## src/rtl/tsb_pkg.sv

```systemverilog
`timescale 1ns / 1ps
`default_nettype none

package tsb_pkg;

  localparam int unsigned WaitW    = 16;
  localparam int unsigned BlinkW   = 16;
  localparam int unsigned DegW     = 7;
  localparam int unsigned AngleW   = 8;
  localparam int unsigned ModeW    = 2;
  localparam int unsigned CfgIdxW  = 2;
  localparam int unsigned CfgDataW = 16;

  localparam logic [WaitW-1:0]  WaitReset  = WaitW'(1000);
  localparam logic [BlinkW-1:0] BlinkReset = BlinkW'(100);
  localparam logic [DegW-1:0]   EnterReset = DegW'(40);
  localparam logic [DegW-1:0]   ExitReset  = DegW'(30);

  typedef enum logic [ModeW-1:0] {
    ModeIdle  = 2'd0,
    ModeWait  = 2'd1,
    ModeLeft  = 2'd2,
    ModeRight = 2'd3
  } mode_e;

  typedef enum logic [CfgIdxW-1:0] {
    CfgWait  = 2'd0,
    CfgBlink = 2'd1,
    CfgEnter = 2'd2,
    CfgExit  = 2'd3
  } cfg_idx_e;

  typedef struct packed {
    logic [WaitW-1:0]  wait_ticks;
    logic [BlinkW-1:0] period;
    logic [DegW-1:0]   enter_deg;
    logic [DegW-1:0]   exit_deg;
  } cfg_t;

  typedef struct packed {
    logic              done;
    logic              q_lsb;
    logic [BlinkW-1:0] rem;
  } div_res_t;

endpackage

`default_nettype wire

```

## src/rtl/tsb_if.sv

```systemverilog
`timescale 1ns / 1ps
`default_nettype none

interface tsb_in_if;
  logic                                   valid;
  logic                                   ready;
  logic                                   button_pin;
  logic signed [tsb_pkg::AngleW-1:0]      tilt_angle;

  modport source (output valid, output button_pin, output tilt_angle, input ready);
  modport sink   (input valid, input button_pin, input tilt_angle, output ready);
endinterface

interface tsb_out_if;
  logic                      valid;
  logic                      ready;
  logic                      left_lamp;
  logic                      right_lamp;
  logic [tsb_pkg::ModeW-1:0] mode;

  modport source (output valid, output left_lamp, output right_lamp, output mode,
                  input ready);
  modport sink   (input valid, input left_lamp, input right_lamp, input mode,
                  output ready);
endinterface

`default_nettype wire

```

## src/rtl/tsb_blink_div.sv

```systemverilog
`timescale 1ns / 1ps
`default_nettype none

module tsb_blink_div #(
  parameter int unsigned TimeW = 32
) (
  input  wire logic                           clk_i,
  input  wire logic                           rst_ni,
  input  wire logic                           start_i,
  input  wire logic [TimeW-1:0]               dividend_i,
  input  wire logic [tsb_pkg::BlinkW-1:0]     divisor_i,
  output      logic                           busy_o,
  output      tsb_pkg::div_res_t              res_o
);

  localparam int unsigned BW   = tsb_pkg::BlinkW;
  localparam int unsigned CntW = $clog2(TimeW);

  logic            busy_q;
  logic [CntW-1:0] cnt_q;
  logic [TimeW-1:0] dvd_q;
  logic [BW-1:0]   dvs_q;
  logic [BW-1:0]   rem_q;

  logic [BW:0]     rem_sh;
  logic            ge;
  logic [BW-1:0]   rem_d;
  logic            last;

  // one quotient bit per cycle, most significant first
  always_comb begin
    rem_sh = {rem_q, dvd_q[TimeW-1]};
    ge     = rem_sh >= {1'b0, dvs_q};
    rem_d  = ge ? BW'(rem_sh - {1'b0, dvs_q}) : rem_sh[BW-1:0];
    last   = cnt_q == CntW'(TimeW - 1);
  end

  always_ff @(posedge clk_i or negedge rst_ni) begin
    if (!rst_ni) begin
      busy_q <= 1'b0;
      cnt_q  <= '0;
    end else if (start_i) begin
      busy_q <= 1'b1;
      cnt_q  <= '0;
    end else if (busy_q) begin
      cnt_q <= cnt_q + CntW'(1);
      if (last) begin
        busy_q <= 1'b0;
      end
    end
  end

  always_ff @(posedge clk_i) begin
    if (start_i) begin
      dvd_q <= dividend_i;
      dvs_q <= divisor_i;
      rem_q <= '0;
    end else if (busy_q) begin
      dvd_q <= {dvd_q[TimeW-2:0], 1'b0};
      rem_q <= rem_d;
    end
  end

  assign busy_o      = busy_q;
  assign res_o.done  = busy_q && last;
  assign res_o.q_lsb = ge;
  assign res_o.rem   = rem_d;

endmodule

`default_nettype wire

```

## src/rtl/tsb_core.sv

```systemverilog
`timescale 1ns / 1ps
`default_nettype none

module tsb_core #(
  parameter int unsigned DebDepth = 5,
  parameter int unsigned TimeW    = 32
) (
  input  wire logic                                clk_i,
  input  wire logic                                rst_ni,
  input  wire logic                                step_i,
  input  wire logic                                button_pin_i,
  input  wire logic signed [tsb_pkg::AngleW-1:0]   tilt_angle_i,
  input  wire tsb_pkg::cfg_t                       cfg_i,
  input  wire tsb_pkg::div_res_t                   div_i,
  input  wire logic                                div_busy_i,
  output      logic [TimeW-1:0]                    elapsed_o,
  output      logic                                left_lamp_o,
  output      logic                                right_lamp_o,
  output      tsb_pkg::mode_e                      mode_o
);

  localparam int unsigned BW = tsb_pkg::BlinkW;
  localparam int unsigned AW = tsb_pkg::AngleW;

  logic [DebDepth-1:0] deb_q, deb_d;
  tsb_pkg::mode_e      mode_q, mode_d;
  logic                pf_q, pf_d;
  logic                armed_q, armed_d;
  logic                lamp_l_q, lamp_l_d;
  logic                lamp_r_q, lamp_r_d;
  logic [TimeW-1:0]    wait_cnt_q, wait_cnt_d;
  logic [TimeW-1:0]    el_q, el_d;
  logic [BW-1:0]       rem_q, rem_d;
  logic                par_q, par_d;

  logic [TimeW-1:0]    wait_inc;
  logic [TimeW-1:0]    el_inc;
  logic [BW-1:0]       rem_inc;
  logic                par_inc;
  logic                all_p;
  logic                all_r;
  logic [AW-1:0]       mag;
  logic                over_enter;
  logic                under_exit;
  logic                lit;

  always_comb begin
    deb_d = DebDepth'({deb_q, ~button_pin_i});
    all_p = &deb_d;
    all_r = ~|deb_d;

    mag        = tilt_angle_i[AW-1] ? AW'(-tilt_angle_i) : AW'(tilt_angle_i);
    over_enter = mag > {1'b0, cfg_i.enter_deg};
    under_exit = mag < {1'b0, cfg_i.exit_deg};

    wait_inc = wait_cnt_q + TimeW'(1);
    el_inc   = el_q + TimeW'(1);
    if (&el_q) begin
      rem_inc = '0;
      par_inc = 1'b0;
    end else if (({1'b0, rem_q} + (BW+1)'(1)) == {1'b0, cfg_i.period}) begin
      rem_inc = '0;
      par_inc = ~par_q;
    end else begin
      rem_inc = rem_q + BW'(1);
      par_inc = par_q;
    end
    lit = ~par_inc;

    mode_d     = mode_q;
    pf_d       = pf_q;
    armed_d    = armed_q;
    lamp_l_d   = lamp_l_q;
    lamp_r_d   = lamp_r_q;
    wait_cnt_d = wait_inc;
    el_d       = el_inc;
    rem_d      = rem_inc;
    par_d      = par_inc;

    unique case (mode_q)
      tsb_pkg::ModeIdle: begin
        lamp_l_d = 1'b0;
        lamp_r_d = 1'b0;
        if (!pf_q && all_p) begin
          pf_d = 1'b1;
        end else if (pf_q && all_r) begin
          pf_d       = 1'b0;
          wait_cnt_d = '0;
          mode_d     = tsb_pkg::ModeWait;
        end
      end
      tsb_pkg::ModeWait: begin
        if (wait_inc > TimeW'(cfg_i.wait_ticks) && !pf_q && all_r) begin
          el_d   = '0;
          rem_d  = '0;
          par_d  = 1'b0;
          mode_d = tsb_pkg::ModeLeft;
        end else if (!pf_q && all_p) begin
          pf_d = 1'b1;
        end else if (pf_q && all_r) begin
          pf_d   = 1'b0;
          el_d   = '0;
          rem_d  = '0;
          par_d  = 1'b0;
          mode_d = tsb_pkg::ModeRight;
        end
      end
      tsb_pkg::ModeLeft, tsb_pkg::ModeRight: begin
        armed_d = armed_q | over_enter;
        if (mode_q == tsb_pkg::ModeLeft) begin
          lamp_l_d = lit;
        end else begin
          lamp_r_d = lit;
        end
        if (armed_d && under_exit) begin
          armed_d = 1'b0;
          mode_d  = tsb_pkg::ModeIdle;
        end else if (!pf_q && all_p) begin
          pf_d = 1'b1;
        end else if (pf_q && all_r) begin
          pf_d   = 1'b0;
          mode_d = tsb_pkg::ModeIdle;
        end
      end
      default: begin
        mode_d = tsb_pkg::ModeIdle;
      end
    endcase
  end

  always_ff @(posedge clk_i or negedge rst_ni) begin
    if (!rst_ni) begin
      deb_q      <= '0;
      mode_q     <= tsb_pkg::ModeIdle;
      pf_q       <= 1'b0;
      armed_q    <= 1'b0;
      lamp_l_q   <= 1'b0;
      lamp_r_q   <= 1'b0;
      wait_cnt_q <= '0;
      el_q       <= '0;
      rem_q      <= '0;
      par_q      <= 1'b0;
    end else if (step_i) begin
      deb_q      <= deb_d;
      mode_q     <= mode_d;
      pf_q       <= pf_d;
      armed_q    <= armed_d;
      lamp_l_q   <= lamp_l_d;
      lamp_r_q   <= lamp_r_d;
      wait_cnt_q <= wait_cnt_d;
      el_q       <= el_d;
      rem_q      <= rem_d;
      par_q      <= par_d;
    end else if (div_i.done) begin
      // reload blink phase after a period change
      rem_q <= div_i.rem;
      par_q <= div_i.q_lsb;
    end
  end

  assign elapsed_o    = el_q;
  assign left_lamp_o  = lamp_l_d;
  assign right_lamp_o = lamp_r_d;
  assign mode_o       = mode_d;

  a_rem_in_range : assert property (@(posedge clk_i) disable iff (!rst_ni)
    !div_busy_i |-> rem_q < cfg_i.period)
    else $error("blink remainder out of range");

  a_wait_dark : assert property (@(posedge clk_i) disable iff (!rst_ni)
    (mode_q == tsb_pkg::ModeWait || mode_q == tsb_pkg::ModeIdle) && !step_i
      |=> mode_q != tsb_pkg::ModeWait || (!lamp_l_q && !lamp_r_q))
    else $error("lamp lit while waiting");

  a_left_only : assert property (@(posedge clk_i) disable iff (!rst_ni)
    mode_q == tsb_pkg::ModeLeft |-> !lamp_r_q)
    else $error("right lamp lit during left signal");

  a_right_only : assert property (@(posedge clk_i) disable iff (!rst_ni)
    mode_q == tsb_pkg::ModeRight |-> !lamp_l_q)
    else $error("left lamp lit during right signal");

endmodule

`default_nettype wire

```

## src/rtl/turn_signal_button_controller.sv

```systemverilog
`timescale 1ns / 1ps
`default_nettype none

// Channel   Dir  Beat fields
// in_i      in   button_pin (0 = pressed), tilt_angle (signed degrees)
// out_o     out  left_lamp, right_lamp, mode
// cfg       in   cfg_we_i, cfg_idx_i, cfg_data_i (write only)
//
// One tick per cycle while out_o takes its beats and no divide runs: a beat
// waits in the input register, its result leaves from the output register.
// A write of blink_ticks starts a serial divide that realigns the blink
// phase; a beat in the input register waits until it ends.
// rst_ni clears all control state and loads the register defaults.
// A stalled out_o holds its beat; one more input beat is still taken.

module turn_signal_button_controller #(
  parameter int unsigned DEBOUNCE_DEPTH = 5,
  parameter int unsigned TIME_WIDTH     = 32
) (
  input  wire logic                             clk_i,
  input  wire logic                             rst_ni,
  tsb_in_if.sink                                in_i,
  tsb_out_if.source                             out_o,
  input  wire logic                             cfg_we_i,
  input  wire logic [tsb_pkg::CfgIdxW-1:0]      cfg_idx_i,
  input  wire logic [tsb_pkg::CfgDataW-1:0]     cfg_data_i
);

  localparam int unsigned BW = tsb_pkg::BlinkW;
  localparam int unsigned DW = tsb_pkg::DegW;
  localparam int unsigned AW = tsb_pkg::AngleW;

  logic [tsb_pkg::WaitW-1:0] wait_q;
  logic [BW-1:0]             blink_q;
  logic [DW-1:0]             enter_q;
  logic [DW-1:0]             exit_q;
  tsb_pkg::cfg_t             cfg;
  tsb_pkg::cfg_idx_e         cfg_idx;
  logic [BW-1:0]             new_period;
  logic                      div_start;

  logic                      in_valid_q;
  logic                      button_q;
  logic signed [AW-1:0]      tilt_q;
  logic                      out_valid_q;
  logic                      left_q;
  logic                      right_q;
  tsb_pkg::mode_e            mode_q;

  logic                      step;
  logic                      div_busy;
  tsb_pkg::div_res_t         div_res;
  logic [TIME_WIDTH-1:0]     elapsed;
  logic                      left_d;
  logic                      right_d;
  tsb_pkg::mode_e            mode_d;

  assign cfg_idx    = tsb_pkg::cfg_idx_e'(cfg_idx_i);
  assign new_period = (cfg_data_i == '0) ? BW'(1) : cfg_data_i;
  assign div_start  = cfg_we_i && cfg_idx == tsb_pkg::CfgBlink;

  always_ff @(posedge clk_i or negedge rst_ni) begin
    if (!rst_ni) begin
      wait_q  <= tsb_pkg::WaitReset;
      blink_q <= tsb_pkg::BlinkReset;
      enter_q <= tsb_pkg::EnterReset;
      exit_q  <= tsb_pkg::ExitReset;
    end else if (cfg_we_i) begin
      unique case (cfg_idx)
        tsb_pkg::CfgWait:  wait_q  <= cfg_data_i;
        tsb_pkg::CfgBlink: blink_q <= new_period;
        tsb_pkg::CfgEnter: enter_q <= cfg_data_i[DW-1:0];
        tsb_pkg::CfgExit:  exit_q  <= cfg_data_i[DW-1:0];
        default: ;
      endcase
    end
  end

  always_comb begin
    cfg.wait_ticks = wait_q;
    cfg.period     = blink_q;
    cfg.enter_deg  = enter_q;
    cfg.exit_deg   = exit_q;
  end

  assign step        = in_valid_q && (!out_valid_q || out_o.ready) && !div_busy;
  assign in_i.ready  = !in_valid_q || step;

  always_ff @(posedge clk_i or negedge rst_ni) begin
    if (!rst_ni) begin
      in_valid_q  <= 1'b0;
      out_valid_q <= 1'b0;
    end else begin
      if (in_i.ready) begin
        in_valid_q <= in_i.valid;
      end
      if (step) begin
        out_valid_q <= 1'b1;
      end else if (out_o.ready) begin
        out_valid_q <= 1'b0;
      end
    end
  end

  always_ff @(posedge clk_i) begin
    if (in_i.valid && in_i.ready) begin
      button_q <= in_i.button_pin;
      tilt_q   <= in_i.tilt_angle;
    end
    if (step) begin
      left_q  <= left_d;
      right_q <= right_d;
      mode_q  <= mode_d;
    end
  end

  tsb_blink_div #(
    .TimeW (TIME_WIDTH)
  ) u_div (
    .clk_i      (clk_i),
    .rst_ni     (rst_ni),
    .start_i    (div_start),
    .dividend_i (elapsed),
    .divisor_i  (new_period),
    .busy_o     (div_busy),
    .res_o      (div_res)
  );

  tsb_core #(
    .DebDepth (DEBOUNCE_DEPTH),
    .TimeW    (TIME_WIDTH)
  ) u_core (
    .clk_i        (clk_i),
    .rst_ni       (rst_ni),
    .step_i       (step),
    .button_pin_i (button_q),
    .tilt_angle_i (tilt_q),
    .cfg_i        (cfg),
    .div_i        (div_res),
    .div_busy_i   (div_busy),
    .elapsed_o    (elapsed),
    .left_lamp_o  (left_d),
    .right_lamp_o (right_d),
    .mode_o       (mode_d)
  );

  assign out_o.valid      = out_valid_q;
  assign out_o.left_lamp  = left_q;
  assign out_o.right_lamp = right_q;
  assign out_o.mode       = mode_q;

  a_no_step_in_div : assert property (@(posedge clk_i) disable iff (!rst_ni)
    div_busy |-> !step)
    else $error("tick processed during phase realign");

  a_step_makes_beat : assert property (@(posedge clk_i) disable iff (!rst_ni)
    step |=> out_valid_q)
    else $error("processed tick produced no beat");

  a_step_needs_room : assert property (@(posedge clk_i) disable iff (!rst_ni)
    step |-> !out_valid_q || out_o.ready)
    else $error("result overwritten before taken");

endmodule

`default_nettype wire
```

## src/flat_wrapper.sv

```systemverilog
// flat-port wrapper written by rule: the top's interface ports become plain ports
module turn_signal_button_controller_flat 
#(
  parameter int unsigned DEBOUNCE_DEPTH = 5,
  parameter int unsigned TIME_WIDTH     = 32
)
  (clk_i, rst_ni, cfg_we_i, cfg_idx_i, cfg_data_i, in_i_valid, in_i_button_pin, in_i_tilt_angle, in_i_ready, out_o_valid, out_o_left_lamp, out_o_right_lamp, out_o_mode, out_o_ready);
  tsb_in_if in_i_i ();
  tsb_out_if out_o_i ();
  input  wire logic clk_i;
  input  wire logic rst_ni;
  input  wire logic cfg_we_i;
  input  wire logic [tsb_pkg::CfgIdxW-1:0] cfg_idx_i;
  input  wire logic [tsb_pkg::CfgDataW-1:0] cfg_data_i;
  input wire logic [$bits(in_i_i.valid)-1:0] in_i_valid;
  input wire logic [$bits(in_i_i.button_pin)-1:0] in_i_button_pin;
  input wire logic [$bits(in_i_i.tilt_angle)-1:0] in_i_tilt_angle;
  output wire logic [$bits(in_i_i.ready)-1:0] in_i_ready;
  output wire logic [$bits(out_o_i.valid)-1:0] out_o_valid;
  output wire logic [$bits(out_o_i.left_lamp)-1:0] out_o_left_lamp;
  output wire logic [$bits(out_o_i.right_lamp)-1:0] out_o_right_lamp;
  output wire logic [$bits(out_o_i.mode)-1:0] out_o_mode;
  input wire logic [$bits(out_o_i.ready)-1:0] out_o_ready;
  assign in_i_i.valid = in_i_valid;
  assign in_i_i.button_pin = in_i_button_pin;
  assign in_i_i.tilt_angle = in_i_tilt_angle;
  assign in_i_ready = in_i_i.ready;
  assign out_o_valid = out_o_i.valid;
  assign out_o_left_lamp = out_o_i.left_lamp;
  assign out_o_right_lamp = out_o_i.right_lamp;
  assign out_o_mode = out_o_i.mode;
  assign out_o_i.ready = out_o_ready;
  turn_signal_button_controller #(.DEBOUNCE_DEPTH(DEBOUNCE_DEPTH), .TIME_WIDTH(TIME_WIDTH)) u_core (.clk_i(clk_i), .rst_ni(rst_ni), .in_i(in_i_i), .out_o(out_o_i), .cfg_we_i(cfg_we_i), .cfg_idx_i(cfg_idx_i), .cfg_data_i(cfg_data_i));
endmodule
```

## config.mk

```make
export PLATFORM = sky130hd
export DESIGN_NAME = turn_signal_button_controller_flat
export DESIGN_NICKNAME = d
export VERILOG_FILES = /design/src/rtl/tsb_pkg.sv /design/src/rtl/tsb_if.sv /design/src/rtl/tsb_blink_div.sv /design/src/rtl/tsb_core.sv /design/src/rtl/turn_signal_button_controller.sv /design/src/flat_wrapper.sv
export SDC_FILE = /design/constraint.sdc
export NUM_CORES = 1
export LEC_CHECK = 0
export ABC_AREA = 1
export BUFFER_PORTS_ARGS = -buffer_cell sky130_fd_sc_hd__clkbuf_2
export CAP_MARGIN = 20
export CORE_MARGIN = 2
export CORE_UTILIZATION = 45
export CTS_CLUSTER_DIAMETER = 100
export CTS_CLUSTER_SIZE = 14
export DETAILED_ROUTE_END_ITERATION = 6
export GPL_ROUTABILITY_DRIVEN = 0
export SYNTH_ARGS = -nofsm -noshare
export SYNTH_HDL_FRONTEND = slang
export SYNTH_SLANG_ARGS = --single-unit
```

## constraint.sdc

```tcl
create_clock -name clk_i -period 5.1 [get_ports clk_i]
set_clock_uncertainty 0.15 [all_clocks]
set_input_delay 0.765 -clock clk_i [delete_from_list [all_inputs] [get_ports clk_i]]
set_output_delay 0.765 -clock clk_i [all_outputs]
set_load 0.005 [all_outputs]
```

== Word-level counts from Yosys, hierarchy flattened ==
Cells that the tools add are included.

* Bitwise operators: 4
* Equal/unequal tests: 10
* Muxes and demuxes: 54
* $lt $le $gt $ge: 4
* Reductions and logical operators: 33
* Add/subtract/negate cells: 7

{| class="wikitable"
|+ Operators by type and width
! operator !! count
|-
| $mux 32 || 9
|-
| $mux 16 || 10
|-
| $add 32x1->32 const B || 2
|-
| $gt 32x16->1 || 1
|-
| $reduce_and 32->1 || 1
|-
| $mux 1 || 20
|-
| $add 16x1->17 const B || 1
|-
| $eq 17x16->1 || 1
|-
| $ge 17x16->1 || 1
|-
| $add 16x1->16 const B || 1
|-
| $logic_not 16->1 || 1
|-
| $mux 2 || 8
|-
| $sub 16x16->16 || 1
|-
| $logic_and 1x1->1 || 10
|-
| $mux 5 || 2
|-
| $reduce_and 2->1 || 5
|-
| $eq 2x2->1 const B || 4
|-
| $gt 8x7->1 || 1
|-
| $lt 8x7->1 || 1
|-
| $mux 8 || 1
|-
| $neg 8->8 || 1
|-
| $pmux 2 s3 || 1
|-
| $reduce_bool 2->1 || 3
|-
| $add 5x1->5 const B || 1
|-
| other kinds (14) || 25
|}

* Input bits: 32
* Word-level logic and storage cells: 138
* Flip-flop bits (word level): 222

== Longest topological paths before layout ==
* Depth in word-level cells: 9
* Depth in mapped cells: 25
* Gate-level depth less buffers: 24

== Cells and area by module ==
A second synthesis with hierarchy kept.

* Cells, all modules: 1785
* Area total of the unflattened synthesis: 13340.3 um^2

{| class="wikitable"
|+ By module, submodules not included
! module !! area each (um^2) !! cells each !! seq. area each (um^2) !! instances
|-
| tsb_core || 6934.2 || 1032 || 2277.2 || 1
|-
| tsb_blink_div || 4016.4 || 526 || 1911.8 || 1
|-
| turn_signal_button_controller || 2389.8 || 227 || 1610.3 || 1
|}

== Least setup slack after synthesis ==
Ideal clock, no wire load.

* Path kind: register -> register
* Start point: reg u_core.u_core.wait_cnt_q[0]
* End point: reg u_core.u_core.pf_q
* Buffers on the path: 1
* Stages on the path, launching flop included: 21
* Data arrival time: 2901 ps
* Slack: 1923 ps
* Path through: dfrtp_1 ha_1 inv_2 nor2_4 inv_2 nor3_4 xor2_1 inv_1 ha_1 nand2_1 nor4_1 nand4_1 nand2_1 nand2_1 nor2_1 nand3_1 nand3_2 buf_6 nand2_1 nor2_1 o21ai_0

* Cells in the longest elaborated chain, start to end: 6

{| class="wikitable"
|+ Ends and longest elaborated chain
! what !! RTL line !! RTL
|-
| from (decl) || tsb_core.sv:31 || <nowiki>logic [TimeW-1:0] wait_cnt_q, wait_cnt_d;</nowiki>
|-
| from (signal assigned) || tsb_core.sv:150 || <nowiki>wait_cnt_q <= wait_cnt_d;</nowiki>
|-
| $add 32x1->32 || tsb_core.sv:56 || <nowiki>wait_inc = wait_cnt_q + TimeW'(1);</nowiki>
|-
| $gt 32x16->1 || tsb_core.sv:93 || <nowiki>if (wait_inc > TimeW'(cfg_i.wait_ticks) && !pf_q && all_r) begin</nowiki>
|-
| $logic_and 1x1->1 (2 in series) || tsb_core.sv:93 ||
|-
| $ne 2x2->1 (no source line) || -- ||
|-
| $reduce_and 3->1 (no source line) || -- ||
|-
| to (signal assigned) || tsb_core.sv:146 || <nowiki>pf_q <= pf_d;</nowiki>
|-
| to (decl) || tsb_core.sv:27 || <nowiki>logic pf_q, pf_d;</nowiki>
|}

Every way passes these cells.
A chain may end at the register's enable or synchronous reset.

== Worst setup path in the final report ==
* Start point: reg u_core.u_core.wait_cnt_q[0]
* End point: reg u_core.u_core.el_q[22], in the netlist u_core.u_core.elapsed_o[22]

* Cells in the longest elaborated chain, start to end: 6

{| class="wikitable"
|+ Ends and longest elaborated chain
! what !! RTL line !! RTL
|-
| $add 32x1->32 || tsb_core.sv:56 ||
|-
| $gt 32x16->1 || tsb_core.sv:93 ||
|-
| $logic_and 1x1->1 (2 in series) || tsb_core.sv:93 ||
|-
| $mux 32 || tsb_core.sv:93 ||
|-
| $mux 32 || tsb_core.sv:80 || <nowiki>unique case (mode_q)</nowiki>
|-
| to (signal assigned) || tsb_core.sv:151 || <nowiki>el_q <= el_d;</nowiki>
|-
| to (decl) || tsb_core.sv:32 || <nowiki>logic [TimeW-1:0] el_q, el_d;</nowiki>
|}

Every way passes these cells.

==> metrics.md <==
| Metric | Value |
|---|---|
| Vias in the first global route | between 10,000 and 15,000 |
| Number of max-cap violations | 0 |
| Req. time, crit path | around 5.3 ns |
| Die height | between 150 and 200 um |
| Share of cells above drive strength 1 | 6.623% |
| # resized after CTS | 0 |
| Core area | approximately 0.028 mm2 |
| Via count | between 10,000 and 15,000 |
| Global route overflow | 0 |
| CTS buffer count | 19 |
| CTS clk-pin slew, worst paths | approximately 0.080 ns |
| GRT Util Overall | a little over a fifth |
| CTS sink cnt | 222 |
| Final Setup Violations | 0 |
| DRT iter0 DRCs | approximately 830 |
| CTS hold repair buffers | 0 |
| R2R depth | 20 |
| Crit-path max FO | 30 |
| Reg2reg end | u_core.u_core.elapsed_o[22]$_DFFE_PN0P_ |
| Initial Utilization | 45.72% |
| Vias per cell | around 5.1 |
| # IOs | 38 |
| Max IR drop VDD | between 0.0003 and 0.0004 V |
| Tot Pwr | just under 7 mW |
| Startpoint Class | flop |
| Crit path capture | u_core.u_core.elapsed_o[22]$_DFFE_PN0P_ |
| Yosys warns | 0 |
| Net count, final | around 1,700 |
| Post-synth EDFFs | 61 |
| Synth Net Count | ~1,700 |
| Synth unique cells | between 40 and 50 |
| Async SR Flop Fraction | 65.32% |
| Tmin final | 3.966 ns |
| Crit-path cells | ha_1 -> inv_2 -> nor2_4 -> inv_2 -> nor3_4 -> xor2_1 -> inv_1 -> ha_1 -> nand2_1 -> nor4_1 -> nand2_1 -> nand2_1 -> nand2_1 -> nand2_1 -> nor2_1 -> nand3_1 -> nand3_2 -> nand2_1 -> buf_4 -> a21oi_1 |
| Setup CP Type | reg -> reg |
| CTS Buffer Depth | 3 |
| Cell mode on critical path | nand2_1 |
| Num rows | just over 60 |
| Crit path from | u_core.u_core.wait_cnt_q[0]$_DFFE_PN0P_ |
| CTS root buffer | clkbuf_16 |
| Sequential area share after synthesis | roughly 46% |
| Area Growth Syn to Fin | 8.203% |
| Pwr Density | ~500 mW/mm2 |
| Post-CTS Setup Inserts | 0 |
| Crit-path max cell delay | 0.41 ns |
| First-pass DRT Iterations | 5 |
| H-Tree Depth | 1 |
| Clk_lat worst skew | 0.53 ns |
| Final Max Slew Viols | 0 |
| Achievable Freq | between 0.2 and 0.3 GHz |
| Most used DFF post-synth | dfrtp_1 |
| Crit. End Element | flop |
| Setup TNS | 0 ns |
| WL final | about 31 mm |
| Status | completed |
| R2R setup slack | 1.13 ns |
| Worst Hold Class | in -> async |
| WP data arrival | around 4.2 ns |
| Slew margin rel. | between 30% and 40% |
| Syn_area_per_cell | 7.771 um2 |
| RSZ-0062 raised after global routing | false |
| Static Leakage | 6.516 nW |
| Wire length per cell | 15.27 um |
| Final-report hold violation count | 0 |
| FILL cells | 2,746 |
| Synth Cell Area | roughly 0.013 mm2 |
| Post-DP HPWL | around 23 mm |
| Least-Margin Pin Slew | about 0.96 ns |
| Part of the cycle the worst path needs | 77.76% |
| R2r startpoint | u_core.u_core.wait_cnt_q[0]$_DFFE_PN0P_ |
| First-pass GRT wire length | slightly above 50 mm |
| Largest net degree at the start of global routing | 85 |
| Die W | roughly 170 um |
| #FFs+latches synth | around 220 |
| DRC violations left | 0 |
| Die area | slightly below 0.03 mm2 |
| CP max-delay cell | dfrtp_1 |
| Routed Antenna Nets | 0 |
| CTS tree | yes |
| Ant. Diodes | 0 |
| Port Buffers | 37 |
| Synthesized instance count | approximately 1,600 |
| Number of antenna violations at the first check in global routing | 0 |
placed cells by master, fill, tap and decap left out, drive strengths merged, types with 6 or more instances in the layout:
master / synthesis / final
edfxtp: 61 / 61
nand2: 418 / 418
buf: 11 / 12
nor2: 157 / 157
nand3: 72 / 72
a22o: 6 / 6
nand3b: 8 / 8
dfstp: 15 / 15
ha: 51 / 51
nand4: 39 / 39
inv: 233 / 234
o22ai: 17 / 17
dfxtp: 16 / 16
a21oi: 81 / 81
xnor2: 9 / 9
clkbuf: 48 / 68
o21ai: 156 / 156
xor2: 53 / 53
nor4: 7 / 7
nor3: 25 / 25
dfrtp: 130 / 130
power by group:
group          total, mW  switching, mW  internal [mW]
combinational       2.68           1.71          0.970
sequential          2.83          0.409           2.42
clock               1.39          0.677          0.715
state kept, by name (all words and copies together), names as in the netlist, 5 cells and up:
| name | flops |
|---|---|
| u_core.blink_q | 16 |
| u_core.u_div.dvd_q | 32 |
| u_core.enter_q | 7 |
| u_core.u_core.wait_cnt_q | 32 |
| u_core.u_core.elapsed_o | 32 |
| u_core.u_core.rem_q | 16 |
| u_core.u_div.dvs_q | 16 |
| u_core.wait_q | 16 |
| u_core.tilt_q | 8 |
| u_core.u_div.cnt_q | 5 |
| u_core.exit_q | 7 |
| u_core.u_div.rem_q | 16 |
synth_stat cells (all sizes together) (2+ instances only):
| cell type | number | area [um2] |
|---|---|---|
| a22o | 6 | 52.55 |
| nor3 | 25 | 146.4 |
| nor4 | 7 | 43.79 |
| o21a | 3 | 22.52 |
| or2 | 2 | 12.51 |
| xor2 | 53 | 464.2 |
| a21oi | 81 | 405.4 |
| dfstp | 15 | 394.1 |
| ha | 51 | 638.1 |
| dfrtp | 130 | 3253 |
| a22oi | 2 | 15.01 |
| a31oi | 3 | 18.77 |
| xnor2 | 9 | 78.83 |
| o22ai | 17 | 106.4 |
| o21bai | 2 | 15.01 |
| nor2 | 157 | 621.8 |
| nand2 | 418 | 1579 |
| nand3b | 8 | 60.06 |
| edfxtp | 61 | 1832 |
| o21ai | 156 | 780.7 |
| nand3 | 72 | 370.4 |
| inv | 233 | 874.6 |
| nand4 | 39 | 244.0 |
| clkbuf | 48 | 180.2 |
| a21o | 3 | 22.52 |
| buf | 11 | 72.56 |
| dfxtp | 16 | 320.3 |
| a21boi | 2 | 15.01 |
logic make-up (layout without fill, tap and decap cells):
family | count (synthesis) | after routing | synth area share, %
flip-flops | 222 | 222 | 45.53
AND/OR/NAND/NOR | 731 | 731 | 24.33
buffers and inverters | 293 | 315 | 8.880
adder cells (fa/ha/maj) | 52 | 52 | 5.167
XOR/XNOR | 63 | 63 | 4.450
AO/OA/AOI/OAI | 278 | 278 | 11.64
per-layer routing:
layer / up-vias / wire (um) / global-route usage (%)
met5: - / 0 / 0
met4: 0 / 767 / 5.773
met3: 44 / 1050 / 2.289
met2: 199 / 14300 / 36.20
met1: 4926 / 15010 / 30.55
li1: 5331 / - / -
worst max-delay path, delay by kind of cell (launching register included):
family          cells  cell delay (ns)
xor+xnor            1             0.21
compound gates      1             0.12
flops               1             0.41
buf+inv             4             0.58
fa+ha+maj           2             0.53
simple gates       12             1.78
final cells by class:
| class | instances | area (um2) | share of cell area (%) |
|---|---|---|---|
| inverters | 234 | 878.3 | 6.373 |
| multi-input cells | 1124 | 5814 | 42.19 |
| well taps | 378 | 473.0 | 3.432 |
| repair buffers | 48 | 274.0 | 1.988 |
| clock buffers | 32 | 534.3 | 3.877 |
| flip-flops and latches | 222 | 5799 | 42.08 |
| clock inverters | 1 | 8.758 | 0.06355 |
per-stage QoR:
step | std cells | area (um2) | setup slack, ns | hold WS [ns] | util [%]
floorplan | 1639 | 12740 | 1.923 | 0.2985 | -
global placement | 2005 | 13230 | 1.214 | 0.3179 | 47.50
detailed placement | 2005 | 13230 | 1.088 | 0.3278 | 47.50
CTS | 2038 | 13770 | 1.087 | 0.2039 | 49.45
global route | 2039 | 13780 | 0.7455 | 0.2455 | 49.47
finish | 2039 | 13780 | 1.134 | 0.1385 | 49.47
worst min-delay path by stage:
stage / to / slack [ns] / depth (start not counted)
after floorplan: u_core.u_div.rem_q[1]$_SDFFE_PP0P_ / 0.30 / 2
after global placement: u_core.exit_q[6]$_DFFE_PN0P_ / 0.32 / 2
after detailed placement: u_core.exit_q[0]$_DFFE_PN0P_ / 0.33 / 2
after CTS: u_core.u_core.rem_q[3]$_DFFE_PN0P_ / 0.20 / 1
after global routing: u_core.u_core.rem_q[3]$_DFFE_PN0P_ / 0.25 / 1
final: u_core.u_core.rem_q[3]$_DFFE_PN0P_ / 0.14 / 1
(Power assumes the default switching activity.)
